### config.mk
export PLATFORM = sky130hd
export DESIGN_NAME = rep_front_flat
export DESIGN_NICKNAME = d
export VERILOG_FILES = /design/src/rtl/core/rep_pkg.sv /design/src/rtl/core/rep_if.sv /design/src/rtl/core/rep_front.sv /design/src/flat_wrapper.sv
export SDC_FILE = /design/constraint.sdc
export NUM_CORES = 1
export LEC_CHECK = 0
export BUFFER_PORTS_ARGS = -buffer_cell sky130_fd_sc_hd__buf_2
export CORE_UTILIZATION = 32
export CTS_BUF_LIST = sky130_fd_sc_hd__clkbuf_4 sky130_fd_sc_hd__clkbuf_8
export DETAILED_ROUTE_END_ITERATION = 10
export SYNTH_ARGS = -nofsm -noshare
export SYNTH_HDL_FRONTEND = slang
export SYNTH_SLANG_ARGS = --single-unit
### constraint.sdc
create_clock -name clk -period 4.3 [get_ports clk]
set_clock_uncertainty 0.2 [all_clocks]
set_input_delay 0.645 -clock clk [delete_from_list [all_inputs] [get_ports clk]]
set_output_delay 0.645 -clock clk [all_outputs]
set_load 0.03 [all_outputs]
### src/rtl/core/rep_pkg.sv
`default_nettype none
// ----------------------------------------------------------------------------
// rep_pkg
// Shared constants, register codes and types of the ratio-error PD steering
// controller.
// ----------------------------------------------------------------------------
package rep_pkg;

  localparam int ADC_BITS_DEF    = 12;
  localparam int HISTORY_LAG_DEF = 3;
  localparam int QUEUE_DEPTH     = 2;

  localparam int GAIN_W  = 16;
  localparam int ERR_W   = 16;
  localparam int DRIVE_W = 16;

  localparam int FRAC_IN      = 16;
  localparam int RATIO_SHIFT  = 6;
  localparam int ROUND_SHIFT  = 16;
  localparam int ROUND_HALF   = 1 << (ROUND_SHIFT - 1);
  localparam int ONE_Q14      = 16384;
  localparam int SLOPE_FACTOR = 5;
  localparam int DRIVE_MAX    = 32767;
  localparam int DRIVE_MIN    = -32768;

  localparam int CFG_ADDR_W = 4;
  localparam int CFG_DATA_W = 32;

  localparam logic [GAIN_W-1:0] PROP_GAIN_RST  = 16'd0;
  localparam logic [GAIN_W-1:0] DERIV_GAIN_RST = 16'd0;
  localparam logic [GAIN_W-1:0] RATIO_GAIN_RST = 16'd256;

  typedef enum logic [1:0] {
    REG_PROP  = 2'd0,
    REG_DERIV = 2'd1,
    REG_RATIO = 2'd2
  } reg_idx_t;

  typedef struct packed {
    logic [GAIN_W-1:0] prop_gain;
    logic [GAIN_W-1:0] deriv_gain;
    logic [GAIN_W-1:0] ratio_gain;
  } gains_t;

endpackage
`default_nettype wire

### src/rtl/core/rep_if.sv
`default_nettype none
// ----------------------------------------------------------------------------
// rep_if
// Valid/ready channels of the steering controller: coil samples in,
// drive and error values out.
// ----------------------------------------------------------------------------
interface rep_in_if import rep_pkg::*; #(
  parameter int ADC_BITS = ADC_BITS_DEF
) ();
  logic                valid;
  logic                ready;
  logic [ADC_BITS-1:0] left_coil;
  logic [ADC_BITS-1:0] right_coil;

  modport source (output valid, left_coil, right_coil, input ready);
  modport sink   (input valid, left_coil, right_coil, output ready);
endinterface

`default_nettype wire

### src/rtl/core/rep_front.sv
`default_nettype none
// ----------------------------------------------------------------------------
// rep_front
// Accepts coil samples and takes the square roots of both in parallel,
// two radicand bits per cycle, then offers the root pair to the queue.
// ----------------------------------------------------------------------------
module rep_front import rep_pkg::*; #(
  parameter int ADC_BITS = ADC_BITS_DEF
) (
  input  wire logic                               clk,
  input  wire logic                               rst_n,
  rep_in_if.sink                                  in_bus,
  output logic                                    res_valid,
  input  wire logic                               res_ready,
  output logic [2*((ADC_BITS + FRAC_IN + 1) / 2)-1:0] res_roots
);

  localparam int SQ_W  = (ADC_BITS + FRAC_IN + 1) / 2;
  localparam int X_W   = 2 * SQ_W;
  localparam int REM_W = SQ_W + 2;
  localparam int CNT_W = $clog2(SQ_W + 1);

  typedef struct packed {
    logic [X_W-1:0]   x;
    logic [REM_W-1:0] rem;
    logic [SQ_W-1:0]  root;
  } sq_t;

  function automatic sq_t sq_step(sq_t s);
    logic [REM_W-1:0] rem_sh;
    logic [REM_W-1:0] trial;
    sq_t              o;
    rem_sh = {s.rem[SQ_W-1:0], s.x[X_W-1 -: 2]};
    trial  = {s.root, 2'b01};
    o.x    = {s.x[X_W-3:0], 2'b00};
    if (rem_sh >= trial) begin
      o.rem  = rem_sh - trial;
      o.root = {s.root[SQ_W-2:0], 1'b1};
    end else begin
      o.rem  = rem_sh;
      o.root = {s.root[SQ_W-2:0], 1'b0};
    end
    return o;
  endfunction

  logic             busy_r, busy_nxt;
  logic [CNT_W-1:0] cnt_r, cnt_nxt;
  sq_t              sl_r, sl_nxt;
  sq_t              sr_r, sr_nxt;
  logic             res_v_r, res_v_nxt;
  logic [X_W-1:0]   res_r, res_nxt;

  always_comb begin
    busy_nxt  = busy_r;
    cnt_nxt   = cnt_r;
    sl_nxt    = sl_r;
    sr_nxt    = sr_r;
    res_v_nxt = res_v_r;
    res_nxt   = res_r;
    if (res_v_r && res_ready) begin
      res_v_nxt = 1'b0;
    end
    if (!busy_r) begin
      if (in_bus.valid) begin
        busy_nxt    = 1'b1;
        cnt_nxt     = CNT_W'(SQ_W);
        sl_nxt.x    = X_W'({in_bus.left_coil, {FRAC_IN{1'b0}}});
        sl_nxt.rem  = '0;
        sl_nxt.root = '0;
        sr_nxt.x    = X_W'({in_bus.right_coil, {FRAC_IN{1'b0}}});
        sr_nxt.rem  = '0;
        sr_nxt.root = '0;
      end
    end else if (cnt_r != '0) begin
      sl_nxt  = sq_step(sl_r);
      sr_nxt  = sq_step(sr_r);
      cnt_nxt = cnt_r - 1'b1;
    end else if (!res_v_r || res_ready) begin
      res_v_nxt = 1'b1;
      res_nxt   = {sl_r.root, sr_r.root};
      busy_nxt  = 1'b0;
    end
  end

  always_ff @(posedge clk) begin
    if (!rst_n) begin
      busy_r  <= 1'b0;
      cnt_r   <= '0;
      res_v_r <= 1'b0;
    end else begin
      busy_r  <= busy_nxt;
      cnt_r   <= cnt_nxt;
      res_v_r <= res_v_nxt;
    end
  end

  always_ff @(posedge clk) begin
    sl_r  <= sl_nxt;
    sr_r  <= sr_nxt;
    res_r <= res_nxt;
  end

  assign in_bus.ready = !busy_r;
  assign res_valid    = res_v_r;
  assign res_roots    = res_r;

endmodule
`default_nettype wire

### src/flat_wrapper.sv
// flat-port wrapper written by rule: the top's interface ports become plain ports
module rep_front_flat import rep_pkg::*;
#(
  parameter int ADC_BITS = ADC_BITS_DEF
)
  (clk, rst_n, res_valid, res_ready, res_roots, in_bus_valid, in_bus_left_coil, in_bus_right_coil, in_bus_ready);
  rep_in_if #(.ADC_BITS(ADC_BITS)) in_bus_i ();
  input  wire logic clk;
  input  wire logic rst_n;
  output logic res_valid;
  input  wire logic res_ready;
  output logic [2*((ADC_BITS + FRAC_IN + 1) / 2)-1:0] res_roots;
  input wire logic [$bits(in_bus_i.valid)-1:0] in_bus_valid;
  input wire logic [$bits(in_bus_i.left_coil)-1:0] in_bus_left_coil;
  input wire logic [$bits(in_bus_i.right_coil)-1:0] in_bus_right_coil;
  output wire logic [$bits(in_bus_i.ready)-1:0] in_bus_ready;
  assign in_bus_i.valid = in_bus_valid;
  assign in_bus_i.left_coil = in_bus_left_coil;
  assign in_bus_i.right_coil = in_bus_right_coil;
  assign in_bus_ready = in_bus_i.ready;
  rep_front #(.ADC_BITS(ADC_BITS)) u_core (.clk(clk), .rst_n(rst_n), .in_bus(in_bus_i), .res_valid(res_valid), .res_ready(res_ready), .res_roots(res_roots));
endmodule
* After elaboration in Yosys (flattened, before gate mapping)
Cells that the tools add are included.
** Storage, ports and cells
- Output and inout port bits :: 30
- Bits in read-only memories :: 0
- Bits of input ports :: 28
- Bits in latches :: 0
- Bits in writable memories :: 0
- Bits in registers :: 146
- Memories kept :: 0
** Operators by class
- Multipliers :: 0
- Reductions and logical operators :: 8
- $lt $le $gt $ge :: 2
- Add/sub/neg operators :: 3
- Multiplexer cells :: 19
- Equal/unequal tests :: 1
- Divide/modulo/power cells :: 0
- Shifts and indexed selects :: 0
- Bitwise gates (word level) :: 1
** Operators with widths (number)
- $mux W58 :: 6
- $mux W30 :: 2
- $ge A16 B16 Y1 :: 2
- $sub A16 B16 Y16 :: 2
- $mux W4 :: 3
- $mux W1 :: 8
- $reduce_bool A4 Y1 :: 1
- $sub A4 B1 Y4 const B :: 1
- $reduce_and A3 Y1 :: 1
- $logic_not A1 Y1 :: 2
- $ne A2 B2 Y1 const B :: 1
- $reduce_and A2 Y1 :: 1
- $reduce_bool A2 Y1 :: 1
- $logic_and A1 B1 Y1 :: 1
- $logic_or A1 B1 Y1 :: 1
- $not A1 Y1 :: 1

* Depth between registers and ports, before layout
- Depth after elaboration :: 5
- Mapped depth :: 10

* Least setup slack after synthesis
Ideal clock, no wire load.
- Kind :: reg2reg
- From :: reg u_core.cnt_r[0]
- To :: reg u_core.sl_r[0] (netlist bit) (enable)
- Clock period less this slack :: 3.327 ns
- Data arrival time :: 2.327 ns
- Stages on the path, launching flop included :: 6
- Required time :: 3.300 ns
- Slack :: 0.973 ns
- Library setup time :: 0.800 ns
- Cells stage by stage :: dfxtp_1 inv_1 ha_1 nor3b_1 nand2b_1 nand2_1
** Between the ends
- Longest elaborated chain between the ends :: 3
** RTL lines
- start, declared :: line rep_front.sv:47 : logic [CNT_W-1:0] cnt_r, cnt_nxt;
- start signal, assigned :: line rep_front.sv:92 : cnt_r <= cnt_nxt;
- $reduce_bool A4 Y1 :: line rep_front.sv:74 : end else if (cnt_r != '0) begin
- $ne A2 B2 Y1 (no line)
- $reduce_and A2 Y1 (no line)
- end signal, assigned :: line rep_front.sv:98 : sl_r <= sl_nxt;
- end, declared :: line rep_front.sv:48 : sq_t sl_r, sl_nxt;
No other way between the ends.
A chain may end at the register's enable or synchronous reset.

* Worst setup path after layout
- From :: reg u_core.sl_r[1] (netlist bit)
- To :: reg u_core.sl_r[15] (netlist bit) (data pin)
** Between the ends
- Longest elaborated chain between the ends :: 4
** RTL lines
- $ge A16 B16 Y1 :: line rep_front.sv:36 : if (rem_sh >= trial) begin
- $mux W30 :: line rep_front.sv:36
- $mux W58 :: line rep_front.sv:74
- $mux W58 :: line rep_front.sv:63 : if (!busy_r) begin
No other way between the ends. The select of a mux whose other input is x is not followed.

==> results.toml <==
[die]
row_count = 49
fp.dieH_um = 138
floorplan.initialDensity_pct = 32.8
die_x_um = 138
core_um2 = 18000
io_pins = 58
dieArea_um2 = 19000

[yosys]
synth_edf_count = 108
ys_seq_area_share_pct = 56.8
synth_seq_cells = 114
post_synth_num_cell_types = 49
syn_area_per_cell_um2 = 11.7
synthFlopType = "edfxtp_1"
yosys_warnings = 0
postSynthCellCount = 508
netlist_area_um2 = 5920
ys_top_cells_by_area = "edfxtp_1 55%, ha_1 7.2%, mux2_2 3.8%"
yosysMostFrequentCell = "edfxtp_1"
async_flop_share_pct = 0
synth_top_area_share_pct = 54.8
yosysTopAreaCell = "edfxtp_1"
syn_nets = 570
ys_top_cells_by_count = "108 x edfxtp_1, 59 x nor2_1, 39 x inv_1, 34 x ha_1, 32 x a21oi_1"

[detailed_routing]
routedWlPerCell_um = 13.9
drc = 0
dr_total_vias = 3874
final_antenna_net_count = 0
dr.pass1.iters = 4
viasPerCell = 4.79
routed_wl_mm = 11.3
drt_iter0_drc = 217

[clocking]
h-tree-depth = 4
cts_tree = "done"
cts_buffers = 17
root_buffer = "clkbuf_8"
cts_resized = 0
post-cts-setup-buffers = 0
cts_sinks = 114
clock_path_buffers = 2
clk_pin_slew_ps = 60
cts_hold_buffers = 0
clk_latency_ps = 420

[power]
p_total_mw = 3.68
power_density_nw_per_um2 = 543
p_leak_nw = 2.68
ir_drop_uv = 240

[placed_design]
port_buffers = 57
dpl.hpwl_mm = 7.54
gp_congestion = 0.834

[worst_setup_path]
worstSetupPathType = "register to register"
critPathArrivalTime_ps = 3100
cp-end-kind = "register"
worstPathRequired_ps = 4360
reg2reg_slack_ps = 1250
crit_fanout = 12
cp-start-kind = "register"

[timing]
fin_setup_tns_ps = 0
setup-violations-final = 0
max_freq_mhz = 328
slew_violations = 0
grt_setup_unrepaired = "false"
worst_pin_slew_ps = 1070
post-route-min-period_ps = 3050
relSlewSlack_pct = 28.8
hold_viol = 0
finalCritPeriodShare_pct = 70.9

[global_routing]
grt_antenna_before_repair = 0
grt_first_pass_wirelength_mm = 18.9
gr-usage-all-layers_pct = 12.5
grt_overflow_total = 0
grt_max_degree = 81
grt_pass1_vias = 3938

[cells_and_area]
nets = 632
register_area_um2 = 3360
diodes = 0
multi_input_area_um2 = 2310
fillers = 1788
layout-drive-gt1-share_pct = 19.5
syn2layout_area_growth_pct = 14.3

[worst_hold_path]
hold_path.class = "register to register"

[run_status]
status = "finished, final reports clean"

[job]
cap_violations = 0
## placed cells by master (no fill, tap or decap), drive strengths merged, types with 4 or more instances in the layout
cell / count
clkbuf: 18
nor3: 8
a21oi: 32
buf: 61
ha: 34
xnor2: 16
nor2: 59
o22ai: 4
nand2b: 6
o21a: 6
nor4: 4
nand3: 17
nand2: 21
xor2: 5
mux2i: 10
clkinv: 9
and2: 4
nor2b: 8
a211oi: 9
inv: 40
mux2: 20
dfxtp: 6
a21o: 12
and3: 5
o211ai: 4
o21ai: 24
edfxtp: 108
## flip-flops by register name, indices dropped and copies added, names as in the netlist
name,cells
u_core.sl_r,40
u_core.sr_r,40
u_core.res_roots,28
u_core.cnt_r,4
u_core.busy_r,1
u_core.res_valid,1
## logic make-up after synthesis
logic type               after synthesis  synth area share [%]
flip-flops                           114                  56.8
adder cells (fa/ha/maj)               34                  7.19
AND/OR/NAND/NOR                      143                  11.3
AO/OA/AOI/OAI                        108                  11.8
XOR/XNOR                              21                  3.11
multiplexers                          30                  5.49
buffers and inverters                 58                  4.25
## power by group
| part | switching (mW) | internal (mW) |
|---|---|---|
| sequential | 0.0732 | 1.45 |
| combinational | 0.757 | 0.505 |
| clock | 0.399 | 0.495 |
## worst max-delay path, cell delays in order, from the launching register on
cell      delay (ps)
edfxtp_1         350
inv_1             60
ha_1             350
o21ai_1          230
a21oi_1          120
o21a_1           270
o21ai_1          740
nand2_1          260
a211oi_1         280
## final cells by class
class | instances | share of cell area [%]
clock buffers | 18 | 3.57
clock inverters | 11 | 1.44
inverters | 40 | 2.22
multi-input cells | 336 | 34.2
flip-flops and latches | 114 | 49.7
well taps | 229 | 4.23
repair buffers | 61 | 4.66
## worst paths after layout
kind	startpoint	to	cells after the start
hold / removal	u_core.sl_r[3]	u_core.res_roots[17]	0
setup / recovery	u_core.sl_r[1]	u_core.sl_r[15]	8
setup reg to reg	u_core.sl_r[1]	u_core.sl_r[15]	8
hold reg to reg	u_core.sl_r[3]	u_core.res_roots[17]	0
## routing by layer
metal	vias up	wire [um]	global-route usage, %
met5	-	0	0
met4	0	187	4.92
met3	12	710	3.98
met2	108	5000	19.7
met1	1779	5380	15.8
li1	1975	-	-
## metrics by stage
step	instances	worst slack [ps]	cell area (um^2)	hold WS (ps)	utilization, %
3_5_place_dp	780	1300	6430	235	35.7
2_1_floorplan	508	973	5920	226	-
4_1_cts	809	1280	6770	243	37.5
3_3_place_gp	780	1400	6430	233	35.7
5_1_grt	809	971	6770	257	37.5
6_report	809	1250	6770	245	37.5
Power figures use the tool's default switching activity.
