--- src/rtl/core/rep_pkg.sv ---
`default_nettype none
// ----------------------------------------------------------------------------
// rep_pkg
// Shared constants, register codes and types of the ratio-error PD steering
// controller.
// ----------------------------------------------------------------------------
package rep_pkg;

  localparam int ADC_BITS_DEF    = 12;
  localparam int HISTORY_LAG_DEF = 3;
  localparam int QUEUE_DEPTH     = 2;

  localparam int GAIN_W  = 16;
  localparam int ERR_W   = 16;
  localparam int DRIVE_W = 16;

  localparam int FRAC_IN      = 16;
  localparam int RATIO_SHIFT  = 6;
  localparam int ROUND_SHIFT  = 16;
  localparam int ROUND_HALF   = 1 << (ROUND_SHIFT - 1);
  localparam int ONE_Q14      = 16384;
  localparam int SLOPE_FACTOR = 5;
  localparam int DRIVE_MAX    = 32767;
  localparam int DRIVE_MIN    = -32768;

  localparam int CFG_ADDR_W = 4;
  localparam int CFG_DATA_W = 32;

  localparam logic [GAIN_W-1:0] PROP_GAIN_RST  = 16'd0;
  localparam logic [GAIN_W-1:0] DERIV_GAIN_RST = 16'd0;
  localparam logic [GAIN_W-1:0] RATIO_GAIN_RST = 16'd256;

  typedef enum logic [1:0] {
    REG_PROP  = 2'd0,
    REG_DERIV = 2'd1,
    REG_RATIO = 2'd2
  } reg_idx_t;

  typedef struct packed {
    logic [GAIN_W-1:0] prop_gain;
    logic [GAIN_W-1:0] deriv_gain;
    logic [GAIN_W-1:0] ratio_gain;
  } gains_t;

endpackage
`default_nettype wire

--- src/rtl/core/rep_if.sv ---
`default_nettype none


interface rep_out_if import rep_pkg::*; ();
  logic                      valid;
  logic                      ready;
  logic signed [DRIVE_W-1:0] drive_out;
  logic signed [ERR_W-1:0]   track_error;
  logic signed [ERR_W-1:0]   error_slope;

  modport source (output valid, drive_out, track_error, error_slope, input ready);
  modport sink   (input valid, drive_out, track_error, error_slope, output ready);
endinterface
`default_nettype wire

--- src/rtl/core/rep_back.sv ---
`default_nettype none
// ----------------------------------------------------------------------------
// rep_back
// Forms the difference-over-sum error with a restoring divider, keeps the
// error history, and computes the derivative and the saturated drive.
// ----------------------------------------------------------------------------
module rep_back import rep_pkg::*; #(
  parameter int ADC_BITS    = ADC_BITS_DEF,
  parameter int HISTORY_LAG = HISTORY_LAG_DEF
) (
  input  wire logic                                       clk,
  input  wire logic                                       rst_n,
  input  wire gains_t                                     gains,
  input  wire logic                                       q_valid,
  output logic                                            q_ready,
  input  wire logic [2*((ADC_BITS + FRAC_IN + 1) / 2)-1:0] q_roots,
  rep_out_if.source                                       out_bus
);

  localparam int SQ_W   = (ADC_BITS + FRAC_IN + 1) / 2;
  localparam int SUM_W  = SQ_W + 1;
  localparam int PROD_W = GAIN_W + SQ_W;
  localparam int NUM_W  = PROD_W + RATIO_SHIFT;
  localparam int DCNT_W = $clog2(NUM_W + 1);
  localparam int DIFF_W = ERR_W + 1;
  localparam int SLP_W  = DIFF_W + 3;
  localparam int PRD_W  = GAIN_W + ERR_W + 1;
  localparam int ACC_W  = PRD_W + 1;

  typedef enum logic [7:0] {
    B_IDLE  = 8'b0000_0001,
    B_MULG  = 8'b0000_0010,
    B_DIV   = 8'b0000_0100,
    B_ERR   = 8'b0000_1000,
    B_SLOPE = 8'b0001_0000,
    B_MULP  = 8'b0010_0000,
    B_MULD  = 8'b0100_0000,
    B_FIN   = 8'b1000_0000
  } bstate_t;

  bstate_t                   state_r, state_nxt;
  logic [SQ_W-1:0]           sl_r, sl_nxt;
  logic [SQ_W-1:0]           sr_r, sr_nxt;
  logic [SUM_W-1:0]          sum_r, sum_nxt;
  logic [NUM_W-1:0]          num_r, num_nxt;
  logic [SUM_W-1:0]          rem_r, rem_nxt;
  logic [NUM_W-1:0]          quo_r, quo_nxt;
  logic                      pos_r, pos_nxt;
  logic [DCNT_W-1:0]         dcnt_r, dcnt_nxt;
  logic signed [ERR_W-1:0]   err_r, err_nxt;
  logic signed [ERR_W-1:0]   slope_r, slope_nxt;
  logic signed [ERR_W-1:0]   hist_r [HISTORY_LAG];
  logic                      hist_shift;
  logic signed [PRD_W-1:0]   p_r, p_nxt;
  logic signed [PRD_W-1:0]   d_r, d_nxt;
  logic                      out_v_r, out_v_nxt;
  logic signed [DRIVE_W-1:0] drive_r, drive_nxt;
  logic signed [ERR_W-1:0]   oerr_r, oerr_nxt;
  logic signed [ERR_W-1:0]   oslope_r, oslope_nxt;

  logic [SQ_W-1:0]           mag;
  logic [PROD_W-1:0]         prod;
  logic [SUM_W:0]            rem_sh;
  logic [ERR_W-1:0]          qsat;
  logic signed [DIFF_W-1:0]  diff;
  logic signed [SLP_W-1:0]   slope_full;
  logic signed [ACC_W-1:0]   acc;
  logic signed [ACC_W-1:0]   acc_sh;

  always_comb begin
    state_nxt  = state_r;
    sl_nxt     = sl_r;
    sr_nxt     = sr_r;
    sum_nxt    = sum_r;
    num_nxt    = num_r;
    rem_nxt    = rem_r;
    quo_nxt    = quo_r;
    pos_nxt    = pos_r;
    dcnt_nxt   = dcnt_r;
    err_nxt    = err_r;
    slope_nxt  = slope_r;
    p_nxt      = p_r;
    d_nxt      = d_r;
    out_v_nxt  = out_v_r;
    drive_nxt  = drive_r;
    oerr_nxt   = oerr_r;
    oslope_nxt = oslope_r;
    hist_shift = 1'b0;
    q_ready    = 1'b0;

    mag        = (sl_r >= sr_r) ? sl_r - sr_r : sr_r - sl_r;
    prod       = PROD_W'(gains.ratio_gain) * PROD_W'(mag);
    rem_sh     = {rem_r, num_r[NUM_W-1]};
    qsat       = (quo_r > NUM_W'(ONE_Q14)) ? ERR_W'(ONE_Q14) : quo_r[ERR_W-1:0];
    diff       = DIFF_W'(err_r) - DIFF_W'(hist_r[HISTORY_LAG-1]);
    slope_full = SLP_W'(diff) * SLP_W'(SLOPE_FACTOR);
    acc        = ACC_W'(p_r) + ACC_W'(d_r) + ACC_W'(ROUND_HALF);
    acc_sh     = acc >>> ROUND_SHIFT;

    if (out_v_r && out_bus.ready) begin
      out_v_nxt = 1'b0;
    end

    unique case (state_r)
      B_IDLE: begin
        q_ready = 1'b1;
        if (q_valid) begin
          sl_nxt    = q_roots[2*SQ_W-1:SQ_W];
          sr_nxt    = q_roots[SQ_W-1:0];
          state_nxt = B_MULG;
        end
      end
      B_MULG: begin
        sum_nxt   = SUM_W'(sl_r) + SUM_W'(sr_r);
        pos_nxt   = (sl_r >= sr_r);
        num_nxt   = {prod, {RATIO_SHIFT{1'b0}}};
        rem_nxt   = '0;
        quo_nxt   = '0;
        dcnt_nxt  = DCNT_W'(NUM_W);
        state_nxt = B_DIV;
      end
      B_DIV: begin
        if (dcnt_r != '0) begin
          num_nxt  = {num_r[NUM_W-2:0], 1'b0};
          dcnt_nxt = dcnt_r - 1'b1;
          if (rem_sh >= {1'b0, sum_r}) begin
            rem_nxt = SUM_W'(rem_sh - {1'b0, sum_r});
            quo_nxt = {quo_r[NUM_W-2:0], 1'b1};
          end else begin
            rem_nxt = rem_sh[SUM_W-1:0];
            quo_nxt = {quo_r[NUM_W-2:0], 1'b0};
          end
        end else begin
          state_nxt = B_ERR;
        end
      end
      B_ERR: begin
        if (sum_r == '0) begin
          err_nxt = '0;
        end else if (pos_r) begin
          err_nxt = $signed(qsat);
        end else begin
          err_nxt = -$signed(qsat);
        end
        state_nxt = B_SLOPE;
      end
      B_SLOPE: begin
        if (slope_full > SLP_W'(ONE_Q14)) begin
          slope_nxt = ERR_W'(ONE_Q14);
        end else if (slope_full < SLP_W'(-ONE_Q14)) begin
          slope_nxt = ERR_W'(-ONE_Q14);
        end else begin
          slope_nxt = slope_full[ERR_W-1:0];
        end
        hist_shift = 1'b1;
        state_nxt  = B_MULP;
      end
      B_MULP: begin
        p_nxt     = PRD_W'($signed({1'b0, gains.prop_gain})) * PRD_W'(err_r);
        state_nxt = B_MULD;
      end
      B_MULD: begin
        d_nxt     = PRD_W'($signed({1'b0, gains.deriv_gain})) * PRD_W'(slope_r);
        state_nxt = B_FIN;
      end
      B_FIN: begin
        if (!out_v_r || out_bus.ready) begin
          if (acc_sh > ACC_W'(DRIVE_MAX)) begin
            drive_nxt = DRIVE_W'(DRIVE_MAX);
          end else if (acc_sh < ACC_W'(DRIVE_MIN)) begin
            drive_nxt = DRIVE_W'(DRIVE_MIN);
          end else begin
            drive_nxt = acc_sh[DRIVE_W-1:0];
          end
          oerr_nxt   = err_r;
          oslope_nxt = slope_r;
          out_v_nxt  = 1'b1;
          state_nxt  = B_IDLE;
        end
      end
      default: begin
        state_nxt = B_IDLE;
      end
    endcase
  end

  always_ff @(posedge clk) begin
    if (!rst_n) begin
      state_r <= B_IDLE;
      dcnt_r  <= '0;
      out_v_r <= 1'b0;
    end else begin
      state_r <= state_nxt;
      dcnt_r  <= dcnt_nxt;
      out_v_r <= out_v_nxt;
    end
  end

  always_ff @(posedge clk) begin
    if (!rst_n) begin
      for (int i = 0; i < HISTORY_LAG; i++) begin
        hist_r[i] <= '0;
      end
    end else if (hist_shift) begin
      for (int i = HISTORY_LAG - 1; i > 0; i--) begin
        hist_r[i] <= hist_r[i-1];
      end
      hist_r[0] <= err_r;
    end
  end

  always_ff @(posedge clk) begin
    sl_r     <= sl_nxt;
    sr_r     <= sr_nxt;
    sum_r    <= sum_nxt;
    num_r    <= num_nxt;
    rem_r    <= rem_nxt;
    quo_r    <= quo_nxt;
    pos_r    <= pos_nxt;
    err_r    <= err_nxt;
    slope_r  <= slope_nxt;
    p_r      <= p_nxt;
    d_r      <= d_nxt;
    drive_r  <= drive_nxt;
    oerr_r   <= oerr_nxt;
    oslope_r <= oslope_nxt;
  end

  assign out_bus.valid       = out_v_r;
  assign out_bus.drive_out   = drive_r;
  assign out_bus.track_error = oerr_r;
  assign out_bus.error_slope = oslope_r;

endmodule
`default_nettype wire

--- src/flat_wrapper.sv ---
// flat-port wrapper written by rule: the top's interface ports become plain ports
module rep_back_flat import rep_pkg::*;
#(
  parameter int ADC_BITS    = ADC_BITS_DEF,
  parameter int HISTORY_LAG = HISTORY_LAG_DEF
)
  (clk, rst_n, gains, q_valid, q_ready, q_roots, out_bus_valid, out_bus_drive_out, out_bus_track_error, out_bus_error_slope, out_bus_ready);
  rep_out_if out_bus_i ();
  input  wire logic clk;
  input  wire logic rst_n;
  input  wire gains_t gains;
  input  wire logic q_valid;
  output logic q_ready;
  input  wire logic [2*((ADC_BITS + FRAC_IN + 1) / 2)-1:0] q_roots;
  output wire logic [$bits(out_bus_i.valid)-1:0] out_bus_valid;
  output wire logic [$bits(out_bus_i.drive_out)-1:0] out_bus_drive_out;
  output wire logic [$bits(out_bus_i.track_error)-1:0] out_bus_track_error;
  output wire logic [$bits(out_bus_i.error_slope)-1:0] out_bus_error_slope;
  input wire logic [$bits(out_bus_i.ready)-1:0] out_bus_ready;
  assign out_bus_valid = out_bus_i.valid;
  assign out_bus_drive_out = out_bus_i.drive_out;
  assign out_bus_track_error = out_bus_i.track_error;
  assign out_bus_error_slope = out_bus_i.error_slope;
  assign out_bus_i.ready = out_bus_ready;
  rep_back #(.ADC_BITS(ADC_BITS), .HISTORY_LAG(HISTORY_LAG)) u_core (.clk(clk), .rst_n(rst_n), .gains(gains), .q_valid(q_valid), .q_ready(q_ready), .q_roots(q_roots), .out_bus(out_bus_i));
endmodule
--- config.mk ---
export PLATFORM = sky130hd
export DESIGN_NAME = rep_back_flat
export DESIGN_NICKNAME = d
export VERILOG_FILES = /design/src/rtl/core/rep_pkg.sv /design/src/rtl/core/rep_if.sv /design/src/rtl/core/rep_back.sv /design/src/flat_wrapper.sv
export SDC_FILE = /design/constraint.sdc
export NUM_CORES = 2
export LEC_CHECK = 0
export BUFFER_PORTS_ARGS = -buffer_cell sky130_fd_sc_hd__buf_2
export CAP_MARGIN = 20
export CORE_UTILIZATION = 62
export DETAILED_ROUTE_END_ITERATION = 10
export PLACE_DENSITY_LB_ADDON = 0.05
export SYNTH_ARGS = -nofsm -noshare
export SYNTH_HDL_FRONTEND = slang
export SYNTH_SLANG_ARGS = --single-unit
--- constraint.sdc ---
create_clock -name clk -period 12.94 [get_ports clk]
set_input_delay 1.294 -clock clk [delete_from_list [all_inputs] [get_ports clk]]
set_output_delay 1.294 -clock clk [all_outputs]
set_load 0.01 [all_outputs]
# Word-level counts from Yosys, hierarchy flattened
# Memory sizes are Yosys's and may differ from the RTL's.
# Index checks and enable logic that the tools add are counted.
# totals
register_bits	292
mem_bits_rw	48
input_bits	80
out_inout_bits	50
word_cells	96
memories	1
# memory_table
memory	words	width	rd	rd_ports_with_merged_regs	wr	line_no	text
u_core.hist_r	3	16	3	0	3	rep_back.sv:52	logic signed [ERR_W-1:0] hist_r [HISTORY_LAG];
# classes
add_sub_neg	9
mul	4
magnitude_cmp	7
n_eq_ne	12
n_mux	31
n_bitwise	3
reduce_logical	11
# op_table
operator	count
36-bit one-hot mux with 2 select lines	2
16-bit two-way mux	7
36-bit two-way mux	2
17-bit by 16-bit multiplier with 33-bit output	2
8-bit one-hot mux with 8 select lines	1
36-bit by 15-bit greater-than comparator with 1-bit output, second input constant	1
33-bit by 33-bit adder with 34-bit output	1
34-bit by 17-bit adder with 34-bit output, second input constant	1
16-bit by 14-bit multiplier with 30-bit output	1
15-bit two-way mux	2
15-bit one-hot mux with 2 select lines	1
14-bit subtractor	2
8-bit two-way mux	3
20-bit by 16-bit greater-than comparator with 1-bit output, second input constant	1
20-bit by 15-bit < comparator with 1-bit output, second input constant	1
17-bit by 4-bit multiplier with 20-bit output, second input constant	1
18-bit by 16-bit greater-than comparator with 1-bit output, second input constant	1
18-bit by 16-bit < comparator with 1-bit output, second input constant	1
16-bit by 16-bit subtractor with 17-bit output	1
16-bit by 15-bit >= comparator with 1-bit output	1
16-bit negator	1
14-bit by 14-bit adder with 15-bit output	1
15-bit zero test	1
15-bit subtractor	1
other kinds (25)	40

# Depth between registers and ports, before layout
# depth
ltp_word	6
depth_mapped	39

# Worst setup path after synthesis
# Ideal clock, no wire load.
# synth_timing
path_kind	register to register
start	register u_core.sl_r[0]
end	register u_core.num_r[35] (data pin)
setup_time_ps	263
arrival_time_ps	8407
t_required_ps	12677
setup_slack_ps	4270
stages_incl_launch_ff	36
n_path_buf	2
period_less_slack_ps	8670
path_cell_list	edfxtp_1 -> inv_1 -> ha_1 -> inv_1 -> fa_1 -> a21o_2 -> a21oi_2 -> o311ai_2 -> nand4_1 -> a31oi_2 -> nor2_1 -> buf_2 -> a21oi_1 -> xnor2_1 -> clkbuf_1 -> nor2b_1 -> fa_1 -> inv_1 -> fa_1 -> inv_1 -> fa_1 -> fa_1 -> fa_1 -> inv_1 -> fa_1 -> inv_1 -> ha_1 -> a41o_1 -> a21o_1 -> a21oi_1 -> a2bb2oi_1 -> o311a_1 -> o21ai_0 -> a2111o_1 -> nor3_1 -> a211oi_1
# synth_via
elab_chain_cells	4
# synth_lines
element	line_no	text
start, declared	rep_back.sv:42	logic [SQ_W-1:0] sl_r, sl_nxt;
start signal, assigned	rep_back.sv:213	sl_r <= sl_nxt;
14-bit subtractor or 14-bit >= comparator (tied branches)	rep_back.sv:91	mag = (sl_r >= sr_r) ? sl_r - sr_r : sr_r - sl_r;
14-bit two-way mux (*)	rep_back.sv:91	
16-bit by 14-bit multiplier with 30-bit output (*)	rep_back.sv:92	prod = PROD_W'(gains.ratio_gain) * PROD_W'(mag);
36-bit one-hot mux with 2 select lines (*)	rep_back.sv:104	unique case (state_r)
net u_core.num_nxt[35]	rep_back.sv:45	logic [NUM_W-1:0] num_r, num_nxt;
end signal, assigned	rep_back.sv:216	num_r <= num_nxt;
end, declared	rep_back.sv:45	
# The timed path passes the listed nets; every way through them passes the cells marked *.
# A chain may end at the register's enable or synchronous reset.

# Worst setup path after layout
# Ends and elaborated chain as after synthesis.

==> results.yml <==
run_status:
  status: "finished, final reports clean"
drt:
  routed_wl_um: 92970
  dr.pass1.iters: 5
  drt_iter0_drc: 1284
  ant_nets: 0
  num_vias: 30010
  via_per_inst: 5.522
  drc_errors: 0
  wl_per_cell_um: 17.11
logic_synthesis:
  ys_seq_area_frac: 0.2301
  synth_simple_gate_area_frac: 0.1603
  yosysMostFrequentCell: "inv_1"
  synth_xor_area_frac: 0.03159
  synth-seq-cells: 334
  syn-num-nets: 5558
  synthArstFlopShare: 0
  yosys_warnings: 0
  synth_compound_area_frac: 0.08002
  yosysUniqueCellTypes: 90
  synth_common_cells: "799 x inv_1, 559 x fa_1, 511 x nand2_1"
  ys_top_cells_by_area: "fa_1 26%, edfxtp_1 22%, ha_1 15%"
  ys.flop_type: "edfxtp_1"
  syn-cell-area_mm2: 0.04294
  synth_top_area_share: 0.2606
  synth_fa_ha_area_frac: 0.4084
  yosys.area.top_type: "fa_1"
  postSynthCellCount: 4412
  avgSynthCellArea_um2: 9.732
  muxShareOfSynthArea: 0.004196
  synth_top_family_by_area: "adder cells"
  synth_edf_count: 319
final_layout:
  n_antenna_cell: 0
  multi_input_area_mm2: 0.02943
  area_growth_pct: 6.650
  drive_gt1_frac: 0.06462
  final_nets: 5619
  fillerInstances: 5673
  seq_area_mm2: 0.009879
setup_path:
  worstPathRequired_ns: 13.28
  critPathLaunchType: "flop"
  reg2reg_slack_ns: 2.74
  worstSetupEndpointType: "flop"
  crit_fanout: 16
  critical-path-max-stage-delay_ns: 0.69
  critPathArrivalTime_ns: 10.54
  crit_type: "reg2reg"
  cpMostUsedCell: "fa_1"
  crit_path_top_delay_cell: "nor2_1"
die:
  num_io_pins: 130
  core_mm2: 0.06859
  fp-row-count: 96
  start_util: 0.6260
  dieArea_mm2: 0.07031
  die_h_um: 265.2
  die_w_um: 265.2
global_routing:
  first_global_vias: 31580
  use_met3: 0.02999
  grt_use_met2: 0.5012
  grtUsageTotal: 0.2765
  antenna_found_initial: 2
  busiest_layer: "met2"
  grt_start_max_net_pins: 82
  grt_pass1_wl_um: 155900
  grt_remaining_overflow: 0
  grt_util_met1: 0.3473
placed_design:
  dp_hpwl_um: 71980
  portBuffers: 129
  dp_slack_ns: 2.773
  gp_congestion: 0.8969
clock_network:
  cts_tree: "done"
  path_clk_slew_ns: 0.06
  holdBufCountCts: 0
  cts_resized: 0
  cts-root-buf: "clkbuf_16"
  clock_path_buffers: 3
  cts_setup_buffers: 0
  cts_max_level: 2
  cts.sinks: 334
  cts_inserted_buffers: 40
  clock_latency_ns: 0.59
sta:
  tns_ns: 0
  hold_viol: 0
  report.final.setup_viol: 0
  period_minus_slack_ns: 10.20
  hold_ws_ns: 0.5067
  setup_ws_ns: 2.740
  grt_setup_unrepaired: "false"
  maxSlewViolCount: 0
  relSlewSlack: 0.3018
  fmax_ghz: 0.09804
  period_share: 0.7883
  worst_slew_pin_slew_ns: 1.047
  clock_skew_ns: 0.05760
job:
  cap_violations: 0
worst_hold_path:
  hp-class: "reg2reg"
-- area by class of cell --
cell class              instances  share of cell area
clock inverters                26            0.007050
inverters                     800             0.06560
repair buffers                172             0.02115
clock buffers                  46             0.02235
well taps                     931             0.02544
flip-flops and latches        334              0.2157
multi-input cells            3125              0.6427
-- worst max-delay path, delay by kind of cell (launching register included) --
kind | cells | cell delay [ns]
and+or+nand+nor | 7 | 1.79
adders and majority gates | 9 | 3.98
AOI/OAI and AO/OA | 11 | 2.57
muxes | 1 | 0.39
DFF | 1 | 0.41
buffers and inverters | 7 | 0.81
-- cells in the final DEF, fill, tap and decap left out, types with 81 or more instances in the layout --
cell and count:
inv_1 798, fa_1 559, ha_1 507, a21oi_1 174, edfxtp_1 319, o21ai_0 81, buf_2 129, and2_1 344
xnor2_1 105, nor2_1 174, nand2_1 510
-- metrics by stage --
stage / cell area (µm²) / cells / utilization
6_report: 45790 / 5434 / 0.6677
5_1_grt: 45790 / 5434 / 0.6677
4_1_cts: 45790 / 5434 / 0.6677
3_5_place_dp: 44450 / 5362 / 0.6480
3_3_place_gp: 44450 / 5362 / 0.6480
2_1_floorplan: 42940 / 4412 / -
-- worst paths after layout --
kind                              endpoint                     startpoint  cells after the start
max reg2reg     u_core.num_r[35]$_DFFE_PP_       u_core.sl_r[0]$_DFFE_PP_                     35
max             u_core.num_r[35]$_DFFE_PP_       u_core.sl_r[0]$_DFFE_PP_                     35
min          u_core.dcnt_r[4]$_SDFFE_PN0P_  u_core.dcnt_r[4]$_SDFFE_PN0P_                      1
min reg2reg  u_core.dcnt_r[4]$_SDFFE_PN0P_  u_core.dcnt_r[4]$_SDFFE_PN0P_                      1
-- state kept, by name, summed over array words and instances, names as in the netlist, 15 cells and up --
| signal | count |
|---|---|
| u_core.quo_r | 36 |
| u_core.hist_r | 48 |
| u_core.d_r | 33 |
| u_core.slope_r | 16 |
| u_core.out_bus.track_error | 16 |
| u_core.p_r | 33 |
| u_core.rem_r | 15 |
| u_core.num_r | 30 |
| u_core.err_r | 16 |
| u_core.sum_r | 15 |
| u_core.out_bus.drive_out | 16 |
| u_core.out_bus.error_slope | 16 |
-- metal layers --
layer / up-vias / part of all wire
li1: 14290 / -
met1: 14890 / 0.42
met2: 658 / 0.51
met5: - / 0
met4: 0 / 0.028
met3: 172 / 0.042
-- kinds of logic (layout without fill, tap and decap cells) --
family,after synthesis,after routing
multiplexers,17,17
buffers and inverters,953,1044
flip-flops,334,334
XOR/XNOR,154,154
AO/OA/AOI/OAI,524,524
adder cells (fa/ha/maj),1066,1066
AND/OR/NAND/NOR,1364,1364
Power is left out: the tool's default activity adds up to more than one toggle a clock period on the data nets, which glitch-free logic cannot reach.
