<file path="src/rtl/core/rep_pkg.sv">
`default_nettype none
// ----------------------------------------------------------------------------
// rep_pkg
// Shared constants, register codes and types of the ratio-error PD steering
// controller.
// ----------------------------------------------------------------------------
package rep_pkg;

  localparam int ADC_BITS_DEF    = 12;
  localparam int HISTORY_LAG_DEF = 3;
  localparam int QUEUE_DEPTH     = 2;

  localparam int GAIN_W  = 16;
  localparam int ERR_W   = 16;
  localparam int DRIVE_W = 16;

  localparam int FRAC_IN      = 16;
  localparam int RATIO_SHIFT  = 6;
  localparam int ROUND_SHIFT  = 16;
  localparam int ROUND_HALF   = 1 << (ROUND_SHIFT - 1);
  localparam int ONE_Q14      = 16384;
  localparam int SLOPE_FACTOR = 5;
  localparam int DRIVE_MAX    = 32767;
  localparam int DRIVE_MIN    = -32768;

  localparam int CFG_ADDR_W = 4;
  localparam int CFG_DATA_W = 32;

  localparam logic [GAIN_W-1:0] PROP_GAIN_RST  = 16'd0;
  localparam logic [GAIN_W-1:0] DERIV_GAIN_RST = 16'd0;
  localparam logic [GAIN_W-1:0] RATIO_GAIN_RST = 16'd256;

  typedef enum logic [1:0] {
    REG_PROP  = 2'd0,
    REG_DERIV = 2'd1,
    REG_RATIO = 2'd2
  } reg_idx_t;

  typedef struct packed {
    logic [GAIN_W-1:0] prop_gain;
    logic [GAIN_W-1:0] deriv_gain;
    logic [GAIN_W-1:0] ratio_gain;
  } gains_t;

endpackage
`default_nettype wire

</file>
<file path="src/rtl/core/rep_queue.sv">
`default_nettype none
// ----------------------------------------------------------------------------
// rep_queue
// Short first-in first-out queue of root pairs between the front and the
// back.
// ----------------------------------------------------------------------------
module rep_queue import rep_pkg::*; #(
  parameter int WIDTH = 28,
  parameter int DEPTH = QUEUE_DEPTH
) (
  input  wire logic             clk,
  input  wire logic             rst_n,
  input  wire logic             push_valid,
  output logic                  push_ready,
  input  wire logic [WIDTH-1:0] push_data,
  output logic                  pop_valid,
  input  wire logic             pop_ready,
  output logic [WIDTH-1:0]      pop_data
);

  localparam int PTR_W = $clog2(DEPTH);
  localparam int CNT_W = $clog2(DEPTH + 1);

  logic [WIDTH-1:0] slot_r [DEPTH];
  logic [PTR_W-1:0] wr_ptr_r, wr_ptr_nxt;
  logic [PTR_W-1:0] rd_ptr_r, rd_ptr_nxt;
  logic [CNT_W-1:0] cnt_r, cnt_nxt;
  logic             do_push;
  logic             do_pop;

  assign push_ready = (cnt_r != CNT_W'(DEPTH));
  assign pop_valid  = (cnt_r != '0);
  assign pop_data   = slot_r[rd_ptr_r];
  assign do_push    = push_valid && push_ready;
  assign do_pop     = pop_valid && pop_ready;

  always_comb begin
    wr_ptr_nxt = wr_ptr_r;
    rd_ptr_nxt = rd_ptr_r;
    cnt_nxt    = cnt_r;
    if (do_push) begin
      wr_ptr_nxt = (wr_ptr_r == PTR_W'(DEPTH - 1)) ? '0 : wr_ptr_r + 1'b1;
    end
    if (do_pop) begin
      rd_ptr_nxt = (rd_ptr_r == PTR_W'(DEPTH - 1)) ? '0 : rd_ptr_r + 1'b1;
    end
    if (do_push && !do_pop) begin
      cnt_nxt = cnt_r + 1'b1;
    end else if (do_pop && !do_push) begin
      cnt_nxt = cnt_r - 1'b1;
    end
  end

  always_ff @(posedge clk) begin
    if (!rst_n) begin
      wr_ptr_r <= '0;
      rd_ptr_r <= '0;
      cnt_r    <= '0;
    end else begin
      wr_ptr_r <= wr_ptr_nxt;
      rd_ptr_r <= rd_ptr_nxt;
      cnt_r    <= cnt_nxt;
    end
  end

  always_ff @(posedge clk) begin
    if (do_push) begin
      slot_r[wr_ptr_r] <= push_data;
    end
  end

endmodule
`default_nettype wire

</file>
<file path="config.mk">
export PLATFORM = sky130hd
export DESIGN_NAME = rep_queue
export DESIGN_NICKNAME = d
export VERILOG_FILES = /design/src/rtl/core/rep_pkg.sv /design/src/rtl/core/rep_queue.sv
export SDC_FILE = /design/constraint.sdc
export NUM_CORES = 1
export LEC_CHECK = 0
export ABC_AREA = 1
export BUFFER_PORTS_ARGS = -buffer_cell sky130_fd_sc_hd__buf_4
export CAP_MARGIN = 20
export CORE_UTILIZATION = 52
export DETAILED_ROUTE_END_ITERATION = 12
export GPL_TIMING_DRIVEN = 0
export PLACE_DENSITY_LB_ADDON = 0.05
export SLEW_MARGIN = 20
export SYNTH_ARGS = -nofsm -noshare
export SYNTH_HDL_FRONTEND = slang
export SYNTH_SLANG_ARGS = --single-unit
</file>
<file path="constraint.sdc">
create_clock -name clk -period 2.7 [get_ports clk]
set_clock_uncertainty 0.2 [all_clocks]
set_input_delay 0.405 -clock clk [delete_from_list [all_inputs] [get_ports clk]]
set_output_delay 0.405 -clock clk [all_outputs]
set_load 0.02 [all_outputs]
</file>
Word level (Yosys, flattened, before mapping)
Memories as Yosys holds them, arrays and structs flattened. A register that Yosys moved wholly into a read port is not among the register bits. Cells that the tools add are included. Widths: inputs -> output; s select.

Reduce and logical (&&, ||, !) cells: 8. Bitwise gates (word level): 0. Divide/modulo/power cells: 0. Add/subtract/negate cells: 4. Order comparisons: 0. Muxes and demuxes: 8. Multiply operators: 0. Shifts and indexed selects: 0. Eq/ne operators: 1.

Operators by type and width (number): $mux 1 (6); $logic_and 1x1->1 (4); $mux 2 (2); $reduce_bool 2->1 (2); $add 1x1->1 const B (2); $add 2x1->2 const B (1); $logic_not 1->1 (2); $ne 2x2->1 const B (1); $sub 2x1->2 const B (1).

Logic and storage cells: 25. Bits in writable memories: 56. Output and inout bits: 30. Register bits: 4. Latch bits: 0. Memories kept: 1. Bits of input ports: 32. Bits in read-only memories: 0.

Memory list: slot_r (words 2, bits a word 28, read ports 1, clocked after memory_dff 1, write ports 1, RTL line rep_queue.sv:24) `logic [WIDTH-1:0] slot_r [DEPTH];`.

Longest topological paths before layout
Gate-level depths: netlist (run 1).

Depth in word-level cells: 6. Gate-level depth with buffers: 11.

Worst setup path before layout (run 1)
OpenSTA, ideal clock, no wires.

Path type: reg2reg. Start: register cnt_r[0]. End: memory slot_r[0][0], enable pin. Period minus slack after synthesis: 2.530 ns. Cell stages (with the launch flop): 5. Data required time: 2.087 ns. Buffers on the path: 0. Slack: 0.170 ns. Arrival: 1.917 ns. Cell sequence: dfxtp_1 -> inv_1 -> nand2_1 -> nand2_1 -> nor2_1.

Word-level cells in the longest chain between the ends: 4.

RTL lines: start, declared (RTL line rep_queue.sv:27) `logic [CNT_W-1:0] cnt_r, cnt_nxt;`; start signal, assigned (RTL line rep_queue.sv:62) `cnt_r <= cnt_nxt;`; $ne 2x2->1 (RTL line rep_queue.sv:31) `assign push_ready = (cnt_r != CNT_W'(DEPTH));`; named net push_ready (RTL line rep_queue.sv:14) `output logic push_ready,`; $logic_and 1x1->1 (RTL line rep_queue.sv:34) `assign do_push = push_valid && push_ready;`; $mux 1 (RTL line rep_queue.sv:67) `if (do_push) begin`; $mux 1 (not written as such) (RTL line rep_queue.sv:68) `slot_r[wr_ptr_r] <= push_data;`; end, declared (RTL line rep_queue.sv:24).

The timed path passes the listed nets, and every way through them passes these cells.

==> flow_summary_export.csv, run 1 <==
group,metric,value,unit
run_status,outcome,"finished, final reports clean",
synthesis,synth.net_count,157,
sta,max-slew-margin-rel,68.4,%
global_route,grt_max_degree,19,
global_route,grtUsageMet2,27.5,%
clocking,postCtsSetupRepairBufs,0,
floorplanning,start_util,54.3,%
finish,area_growth,31.3,%
pwr,p_sw_share,29.5,%
global_route,antenna_found_initial,0,
drt,drtIter0Drc,74,
finish,fin_area,3100,um^2
sta,rsz0062_at_grt,"no",
synthesis,synthTopCellsByArea,"edfxtp_1 71%, mux2_4 13%, dfxtp_1 4.2%",
clocking,tritoncts,"done",
synthesis,syn-cell-area,2360,um^2
sta,worst_slew_pin_slew,0.472,ns
pwr,p_int,1.99,mW
clocking,clk_path_buf_depth,2,
synthesis,synthCells,124,
synthesis,synth-edff-count,56,
global_route,top_usage_layer,"met2",
sta,finalHoldViolCount,0,
placement,dp_hpwl,2.59,mm
floorplanning,dieArea,4820,um^2
global_route,use_met1,19.1,%
floorplanning,fp-row-count,24,
drt,wire_per_inst,14.5,um
synthesis,ys_seq_elements,61,
pwr,p_per_area,910,nW/um^2
worst_setup_path,cp_data_required_time,2.10,ns
clocking,post_cts_resized,0,
sta,whs,0.0618,ns
worst_setup_path,cp_max_fo,10,
drt,first_pass_iters,4,
worst_setup_path,end_kind,"output pin",
sta,finalSetupViolCount,0,
floorplanning,die_x,69.4,um
synthesis,ys_types,15,
drt,drtAntennaViolNets,0,
pwr,combPwrFrac,33.9,%
worst_hold_path,holdPathStages,1,
pwr,p_clk_share,22.1,%
global_route,track_usage,16.6,%
sta,fin_tns_setup,0,ns
worst_setup_path,crit_type,"reg2out",
sta,timing.fmax,0.492,GHz
clocking,ctsHoldBuffers,0,
clocking,cts_num_sinks,61,
worst_setup_path,r2r_slack,0.83,ns
synthesis,syn_area_per_cell,19.1,um^2
drt,drc,0,
placement,place_area,2960,um^2
finish,final_util,71.3,%
sta,slew_viol_final,0,
run,max_cap_viol_count,0,
clocking,cts_root_buffer,"clkbuf_8",
clocking,path_clk_slew,0.06,ns
sta,fin_ws,0.665,ns
clocking,cts_buffers,9,
synthesis,yosysTopAreaCell,"edfxtp_1",
worst_setup_path,reg2regPathDepth,5,
floorplanning,die_h,69.4,um
global_route,met3_usage,3.92,%
drt,routed_wl,3.68,mm
synthesis,ys_seq_area_share,75.4,%
pwr,switchingPower,833,uW
finish,layout-drive-gt1-share,52.5,%
drt,via_count,1275,
sta,fin_crit,2.03,ns
pwr,p_seq_share,44.0,%
worst_hold_path,worstHoldStart,"push_data[3]",
finish,nets,231,
synthesis,synth_commonest_cells,"56 x edfxtp_1, 20 x mux2_4, 9 x nand2_1",
pwr,total_leakage_power,1.24,nW
worst_setup_path,worstPathArrival,1.43,ns
pwr,ir_drop,0.619,mV
worst_setup_path,reg2reg_to,"slot_r[1][26]$_DFFE_PP_",
worst_hold_path,holdPathEnd,"slot_r[1][3]$_DFFE_PP_",
synthesis,yosysWarnings,0,
synthesis,synth_top_area_share,71.1,%
sta,fin_crit_sh,75.4,%
global_route,grt_overflow_total,0,
clocking,clock_latency,0.32,ns
placement,place_congestion,0.635,
placement,numPortBuffers,61,
synthesis,async_flop_share,0,%
drt,post_drt_via_cell_ratio,5.02,
clocking,cts_max_level,3,
worst_hold_path,hp-class,"in2reg",
floorplanning,fp.coreArea,4350,um^2
synthesis,post-synth-top-count-cell,"edfxtp_1",
worst_setup_path,timing.rr.start,"cnt_r[0]$_SDFFE_PN0P_",
global_route,grt_pass1_wl,5.95,mm
finish,diodes,0,
worst_setup_path,cp-start-kind,"register",
placement,dp_slack,0.823,ns
synthesis,synth_flop_cell,"edfxtp_1",
floorplanning,ios,62,
global_route,grt_pass1_vias,1289,
==> sequential cells by signal, indices dropped and copies added (netlist names), named ones only <==
name,cells
rd_ptr_r,1
wr_ptr_r,1
slot_r,56
cnt_r,2
==> worst max-delay path: stages (launching register included) <==
cell and delay, ns:
dfxtp_1 0.32, buf_6 0.16, buf_12 0.16, mux2_4 0.30, buf_4 0.16
==> layout make-up <==
type,count,area [um^2]
Multi-Input combinational cell,52,515
Tap cell,52,65.1
Clock buffer,11,131
Buffer,3,51.3
Fill cell,277,1250
Inverter,8,30.0
Clock inverter,4,16.3
Timing Repair Buffer,63,513
Sequential cell,61,1780
==> metal layers <==
layer | up-vias | part of all wire [%]
met3 | 9 | 4.4
met5 | - | 0
li1 | 609 | -
met2 | 40 | 52
met1 | 617 | 41
met4 | 0 | 2.6
==> placed cells by master, fill, tap and decap left out, types with 2 or more instances in the layout <==
cell / instances
o21ai_0: 2
clkbuf_8: 9
buf_16: 2
nand2_1: 9
buf_4: 61
dfxtp_1: 5
inv_1: 8
mux2_4: 20
mux2_2: 8
nor2_4: 2
buf_12: 2
clkbuf_1: 2
edfxtp_1: 56
nor2_1: 6
clkinv_1: 3
==> power groups by stage <==
stage | Combinational [mW] | Sequential (mW) | Clock [mW]
5_1_grt | 1.02 | 1.26 | 0.673
3_5_place_dp | 0.967 | 1.27 | 0
4_1_cts | 0.969 | 1.25 | 0.641
3_3_place_gp | 0.894 | 1.26 | 0
2_1_floorplan | 0.616 | 1.25 | 0
6_report | 0.957 | 1.24 | 0.624
==> per-stage QoR <==
| stage | cells | total power [mW] |
|---|---|---|
| finish | 254 | 2.83 |
| floorplan | 124 | 1.87 |
| CTS | 254 | 2.86 |
| detailed placement | 239 | 2.23 |
| global placement | 237 | 2.15 |
| global route | 254 | 2.95 |
==> worst max path at each step <==
stage | startpoint | endpoint | slack, ns | cells after the start
after floorplan | cnt_r[0]$_SDFFE_PN0P_ | slot_r[0][0]$_DFFE_PP_ | 0.17 | 4
after global placement | cnt_r[0]$_SDFFE_PN0P_ | slot_r[1][1]$_DFFE_PP_ | -0.22 | 4
after detailed placement | cnt_r[0]$_SDFFE_PN0P_ | slot_r[1][1]$_DFFE_PP_ | 0.82 | 5
after CTS | register | pop_data[5] | 0.64 | 4
after global routing | register | pop_data[0] | 0.61 | 4
final | register | pop_data[3] | 0.67 | 4
==> cells by family (layout without fill, tap and decap cells) <==
kind of cell / Yosys count / in the layout / synth area share, %
flip-flops: 61 / 61 / 75.4
multiplexers: 28 / 28 / 16.5
AND/OR/NAND/NOR: 19 / 19 / 3.18
buffers and inverters: 11 / 89 / 3.44
AO/OA/AOI/OAI: 4 / 4 / 0.953
adder cells (fa/ha/maj): 1 / 1 / 0.529
Note: power is estimated with default switching activity, not from simulation.
==> inputs of run 2 (changes only) <==
--- a/config.mk
+++ b/config.mk
@@ -5,10 +5,10 @@
 export SDC_FILE = /design/constraint.sdc
 export NUM_CORES = 1
 export LEC_CHECK = 0
-export ABC_AREA = 1
+export ABC_AREA = 0
 export BUFFER_PORTS_ARGS = -buffer_cell sky130_fd_sc_hd__buf_4
 export CAP_MARGIN = 20
-export CORE_UTILIZATION = 52
+export CORE_UTILIZATION = 51
 export DETAILED_ROUTE_END_ITERATION = 12
 export GPL_TIMING_DRIVEN = 0
 export PLACE_DENSITY_LB_ADDON = 0.05
==> constraint.sdc (replaced) <==
create_clock -name clk -period 2 [get_ports clk]
set_clock_uncertainty 0.2 [all_clocks]
set_input_delay 0.3 -clock clk [delete_from_list [all_inputs] [get_ports clk]]
set_output_delay 0.3 -clock clk [all_outputs]
set_load 0.02 [all_outputs]
==> run 2 against run 1 <==
Against the previous run:
- power rose by 44%
- critical path depth unchanged
- sequential cell count did not move
- largest power group unchanged
- highest routed layer unchanged
==> flow_summary_export.csv, run 2 <==
group,metric,value,unit
clocking,cts_root_buffer,"clkbuf_8",
synthesis,ys_types,20,
floorplanning,ios,62,
synthesis,synth_commonest_cells,"56 x edfxtp_1, 28 x mux2_2, 5 x dfxtp_1",
floorplanning,dieArea,4700,um^2
synthesis,ys_seq_elements,61,
clocking,cts_max_level,3,
drt,wire_per_inst,16.5,um
placement,numPortBuffers,61,
worst_setup_path,cp_max_fo,10,
drt,drtAntennaViolNets,0,
placement,place_area,2780,um^2
synthesis,async_flop_share,0,%
global_route,antenna_found_initial,0,
sta,whs,0.0126,ns
synthesis,synth_compound_area_share,1.55,%
finish,fin_area,3330,um^2
pwr,p_per_area,1220,nW/um^2
finish,fillCellCount,232,
sta,finalSetupViolCount,0,
drt,first_pass_iters,4,
synthesis,synthTopCellsByArea,"edfxtp_1 74%, mux2_2 14%, dfxtp_1 4.4%",
drt,via_count,1368,
finish,layout_common_cells,"67 x buf_4, 56 x edfxtp_1, 28 x mux2_2, 28 x dlygate4sd3_1, 9 x clkbuf_8",
global_route,track_usage,20.2,%
synthesis,post-synth-top-count-cell,"edfxtp_1",
finish,nets,251,
synthesis,synthMuxAreaShare,14.0,%
floorplanning,fp-row-count,23,
synthesis,yosysWarnings,0,
finish,largest_reg_flops,56,
clocking,cts_num_sinks,61,
synthesis,ys_seq_area_share,78.8,%
worst_setup_path,worstPathArrival,1.46,ns
pwr,ir_drop,0.801,mV
sta,max-slew-margin-rel,54.9,%
global_route,grt_pass1_vias,1363,
run_status,outcome,"finished, final reports clean",
finish,diodes,0,
floorplanning,die_h,68.6,um
synthesis,synth_top_area_share,74.4,%
synthesis,yosys.area_share.xor_xnor,1.16,%
synthesis,yosysTopAreaCell,"edfxtp_1",
finish,layout-drive-gt1-share,52.5,%
synthesis,synthCells,111,
placement,place_congestion,0.598,
worst_setup_path,cp_data_required_time,1.50,ns
synthesis,syn-cell-area,2260,um^2
clocking,cts_buffers,9,
worst_setup_path,path_delay_family,"buffers and inverters",
sta,timing.fmax,0.512,GHz
global_route,grt_overflow_total,0,
worst_setup_path,crit_buf_inv,3,
placement,dp_hpwl,2.53,mm
worst_setup_path,cp_cell_sequence,"buf_6 > buf_8 > mux2_2 > buf_4",
clocking,clk_path_buf_depth,2,
pwr,total_leakage_power,1.28,nW
drt,post_drt_via_cell_ratio,5.01,
worst_setup_path,end_kind,"output pin",
synthesis,yosys.area_share.adder,0.554,%
drt,drc,0,
global_route,grt_max_degree,29,
finish,top_register,"slot_r",
synthesis,synth_top_family_by_area,"multiplexers",
sta,finalHoldViolCount,0,
sta,fin_crit,1.96,ns
sta,fin_tns_setup,0,ns
floorplanning,fp.coreArea,4120,um^2
synthesis,synth-edff-count,56,
finish,final_common_cell,"buf_4",
worst_hold_path,hp-class,"in2reg",
sta,fin_crit_sh,97.8,%
clocking,path_clk_slew,0.06,ns
run,max_cap_viol_count,0,
sta,worst_slew_pin_slew,0.677,ns
floorplanning,start_util,54.9,%
floorplanning,die_x,68.6,um
synthesis,synth_flop_cell,"edfxtp_1",
clocking,tritoncts,"done",
drt,drtIter0Drc,125,
synthesis,syn_area_per_cell,20.4,um^2
worst_setup_path,crit_type,"reg2out",
worst_setup_path,cp-start-kind,"register",
global_route,grt_pass1_wl,6.33,mm
worst_setup_path,critPathMaxStageDelay,0.34,ns
clocking,clock_latency,0.32,ns
worst_setup_path,critPathSlowestCell,"mux2_2",
drt,routed_wl,4.49,mm
finish,area_growth,47.2,%
synthesis,synthSimpleGateAreaFrac,2.88,%
sta,slew_viol_final,0,
synthesis,synth.net_count,144,
finish,reg_top3,"slot_r: 56 flops, cnt_r: 2 flops",
==> run 2: changes by cell type after synthesis, sizes merged, moves of 2 or more <==
cell	previous run	this run
inv	8	1
a21boi	0	2
and2	0	4
xnor2	0	2
nand2	9	0
nor2	8	0
==> run 2: layer usage <==
layer | global-route usage [%] | vias up | wire, um
met5 | 0 | - | 0
met4 | 13.3 | 0 | 79
met3 | 5.43 | 8 | 238
met2 | 35.7 | 47 | 2440
met1 | 21.1 | 670 | 1730
li1 | - | 643 | -
==> run 2: final cells by class <==
cell class / instances / area, um^2 / area share, %
plain buffers: 3 / 46.3 / 1.39
clock buffers: 11 / 131 / 3.95
clock inverters: 5 / 51.3 / 1.54
inverters: 1 / 7.51 / 0.226
multi-input cells: 46 / 455 / 13.7
flip-flops and latches: 61 / 1780 / 53.6
well taps: 50 / 62.6 / 1.88
repair buffers: 95 / 783 / 23.5
repair inverters: 1 / 7.51 / 0.226
==> run 2: kinds of logic after synthesis <==
group           Yosys count
mux                      28
buf+inv                   4
flops                    61
compound gates            5
simple gates              9
fa+ha+maj                 1
xor+xnor                  3
==> run 2: per-stage QoR <==
stage | total power [mW] | setup slack, ns | cells | utilization (%)
6_report | 4.07 | 0.0450 | 273 | 80.8
5_1_grt | 4.23 | -0.00882 | 273 | 80.8
4_1_cts | 3.98 | 0.00562 | 266 | 79.4
3_5_place_dp | 2.90 | -0.172 | 222 | 67.6
3_3_place_gp | 2.85 | -0.215 | 222 | 67.6
2_1_floorplan | 2.43 | 0.0667 | 111 | -
==> run 2: where the power goes <==
part,total [mW],switching [mW],internal [mW]
combinational,1.37,0.671,0.702
clock,1.02,0.454,0.568
sequential,1.67,0.0703,1.60
==> run 2: timing repair <==
item | in CTS | in global routing
endpoints found under the hold margin | 56 | 0
gates cloned | 0 | 1
hold buffers | 28 | 0
buffers inserted | 0 | 6
setup endpoints to repair | 48 | 46
resized for setup | 6 | 3
==> run 2: path summary, 6_finish.rpt <==
check                   startpoint                 endpoint  slack, ns  cells after the start
max                       register              pop_data[5]       0.04                      4
min                          rst_n    cnt_r[0]$_SDFFE_PN0P_       0.01                      2
max reg2reg  cnt_r[0]$_SDFFE_PN0P_  slot_r[1][19]$_DFFE_PP_       0.18                      2
min reg2reg  cnt_r[1]$_SDFFE_PN0P_    cnt_r[1]$_SDFFE_PN0P_       0.39                      2
==> inputs of run 3 (changes only) <==
==> constraint.sdc (replaced) <==
create_clock -name clk -period 2.13 [get_ports clk]
set_clock_uncertainty 0.2 [all_clocks]
set_input_delay 0.3195 -clock clk [delete_from_list [all_inputs] [get_ports clk]]
set_output_delay 0.3195 -clock clk [all_outputs]
set_load 0.02 [all_outputs]
==> run 3 against run 2 <==
Against the previous run:
- global-route usage stayed put
- sequential cell count unchanged
- hold slack better by 0.016 ns
- first-iteration DRC count fell by 6.4%
- final cell count down 2.6%
- largest cell class unchanged
- largest power group unchanged
- highest routed layer unchanged
==> flow_summary_export.csv, run 3 (synthesis results as in run 2) <==
group,metric,value,unit
finish,layout-drive-gt1-share,50.9,%
pwr,p_clk_share,25.9,%
sta,timing.fmax,0.487,GHz
worst_setup_path,r2r_slack,0.23,ns
worst_setup_path,timing.rr.start,"cnt_r[1]$_SDFFE_PN0P_",
drt,routed_wl,4.29,mm
finish,diodes,0,
sta,finalHoldViolCount,0,
worst_setup_path,cp_data_required_time,1.61,ns
floorplanning,start_util,54.9,%
sta,finalSetupViolCount,0,
pwr,p_seq_share,42.4,%
drt,drtAntennaViolNets,0,
global_route,grt_overflow_total,0,
drt,wire_per_inst,16.1,um
clocking,cts_max_level,3,
worst_setup_path,reg2reg_to,"slot_r[0][22]$_DFFE_PP_",
finish,reg_top3,"slot_r: 56 flops, cnt_r: 2 flops",
floorplanning,dieArea,4700,um^2
global_route,antenna_found_initial,0,
global_route,grt_max_degree,29,
worst_setup_path,cp-start-kind,"register",
sta,rsz0062_at_grt,"no",
finish,final_common_cell,"buf_4",
global_route,met3_usage,5.43,%
drt,via_count,1313,
finish,top_register,"slot_r",
clocking,tritoncts,"done",
worst_setup_path,reg2regPathDepth,3,
clocking,cts_root_buffer,"clkbuf_8",
drt,drc,0,
sta,fin_crit_sh,96.5,%
global_route,use_met1,20.9,%
global_route,grt_pass1_wl,6.31,mm
sta,max-slew-margin-rel,54.2,%
global_route,top_usage_layer,"met2",
placement,place_congestion,0.598,
worst_hold_path,hp-class,"in2reg",
finish,largest_reg_flops,56,
drt,first_pass_iters,4,
global_route,grtUsageMet2,35.8,%
finish,fillCellCount,249,
finish,nets,244,
run,max_cap_viol_count,0,
worst_setup_path,end_kind,"output pin",
floorplanning,die_h,68.6,um
worst_setup_path,crit_end,"pop_data[5]",
pwr,combPwrFrac,31.7,%
worst_setup_path,worstPathArrival,1.53,ns
pwr,p_per_area,1140,nW/um^2
drt,drtIter0Drc,117,
sta,fin_tns_setup,0,ns
run_status,outcome,"finished, final reports clean",
sta,worst_slew_pin_slew,0.686,ns
pwr,p_sw_share,29.3,%
finish,layout_common_cells,"64 x buf_4, 56 x edfxtp_1, 28 x mux2_2, 28 x dlygate4sd3_1, 9 x clkbuf_8",
clocking,cts_buffers,9,
floorplanning,ios,62,
clocking,path_clk_slew,0.06,ns
sta,slew_viol_final,0,
worst_setup_path,cp_max_fo,10,
sta,fin_crit,2.05,ns
floorplanning,die_x,68.6,um
worst_hold_path,worstHoldStart,"rst_n",
clocking,clock_latency,0.33,ns
global_route,grt_pass1_vias,1370,
placement,dp_hpwl,2.53,mm
global_route,track_usage,20.2,%
pwr,ir_drop,0.761,mV
clocking,cts_num_sinks,61,
floorplanning,fp.coreArea,4120,um^2
pwr,p_int,2.62,mW
pwr,switchingPower,1.09,mW
worst_setup_path,crit_type,"reg2out",
clocking,clk_path_buf_depth,2,
pwr,total_leakage_power,1.24,nW
finish,area_growth,43.9,%
placement,numPortBuffers,61,
floorplanning,fp-row-count,23,
finish,final_util,79.0,%
drt,post_drt_via_cell_ratio,4.94,
run 3: cell count changes in the layout (fill, tap and decap cells not counted):
cell        change
buf_12          -1
buf_8           -1
buf_4           -3
buf_6           -1
clkinvlp_4      -1
run 3: area by class of cell:
type	count	area (um^2)	area share [%]
sequential	61	1780	54.8
timing repair buffer	89	738	22.7
multi-input combinational	46	455	14.0
clock buffer	11	131	4.04
tap	50	62.6	1.92
clock inverter	5	51.3	1.58
buffer	3	22.5	0.693
inverter	1	7.51	0.231
run 3: how the worst min path moves through the flow:
stage                                         end  slack (ns)  cells past startpoint
after floorplan            slot_r[0][0]$_DFFE_PP_        0.22                      0
after global placement    slot_r[1][14]$_DFFE_PP_        0.30                      1
after detailed placement   slot_r[1][7]$_DFFE_PP_        0.31                      1
after CTS                   rd_ptr_r$_SDFFE_PN0P_        0.02                      2
after global routing                     register        0.03                      2
final                                    register        0.03                      2
run 3: metal layers:
layer	up-vias	part of all wire (%)
met1	630	38
met5	-	0
met2	43	55
met4	0	2.1
li1	631	-
met3	9	5.3
run 3: metrics by stage:
stage          area (um^2)  setup WS, ns  instances  power (mW)  hold WS [ns]
2_1_floorplan         2260         0.197        111        2.29         0.218
3_3_place_gp          2780       -0.0854        222        2.67         0.304
3_5_place_dp          2780       -0.0422        222        2.72         0.307
4_1_cts               3250        0.0515        266        3.72        0.0225
5_1_grt               3250       0.00437        266        3.86        0.0296
6_report              3250        0.0756        266        3.70        0.0283
run 3: worst max-delay path, stage by stage, from the launching register on:
cell	delay (ns)
dfxtp_1	0.31
buf_4	0.17
buf_4	0.21
mux2_2	0.36
buf_4	0.16
run 3: what timing repair did:
| action | in CTS | in global routing |
|---|---|---|
| gates resized for setup | 2 | 0 |
| hold buffers | 28 | 0 |
| setup endpoints to repair | 48 | 0 |
| endpoints found under the hold margin | 56 | 0 |
| buffers inserted | 0 | 0 |
run 3: power groups by stage:
stage                     combinational [mW]  sequential [mW]  clock (mW)
after floorplan                        0.716             1.57           0
after global placement                  1.10             1.58           0
after detailed placement                1.12             1.59           0
after CTS                               1.18             1.57       0.967
after global routing                    1.25             1.58        1.02
final                                   1.17             1.57       0.959
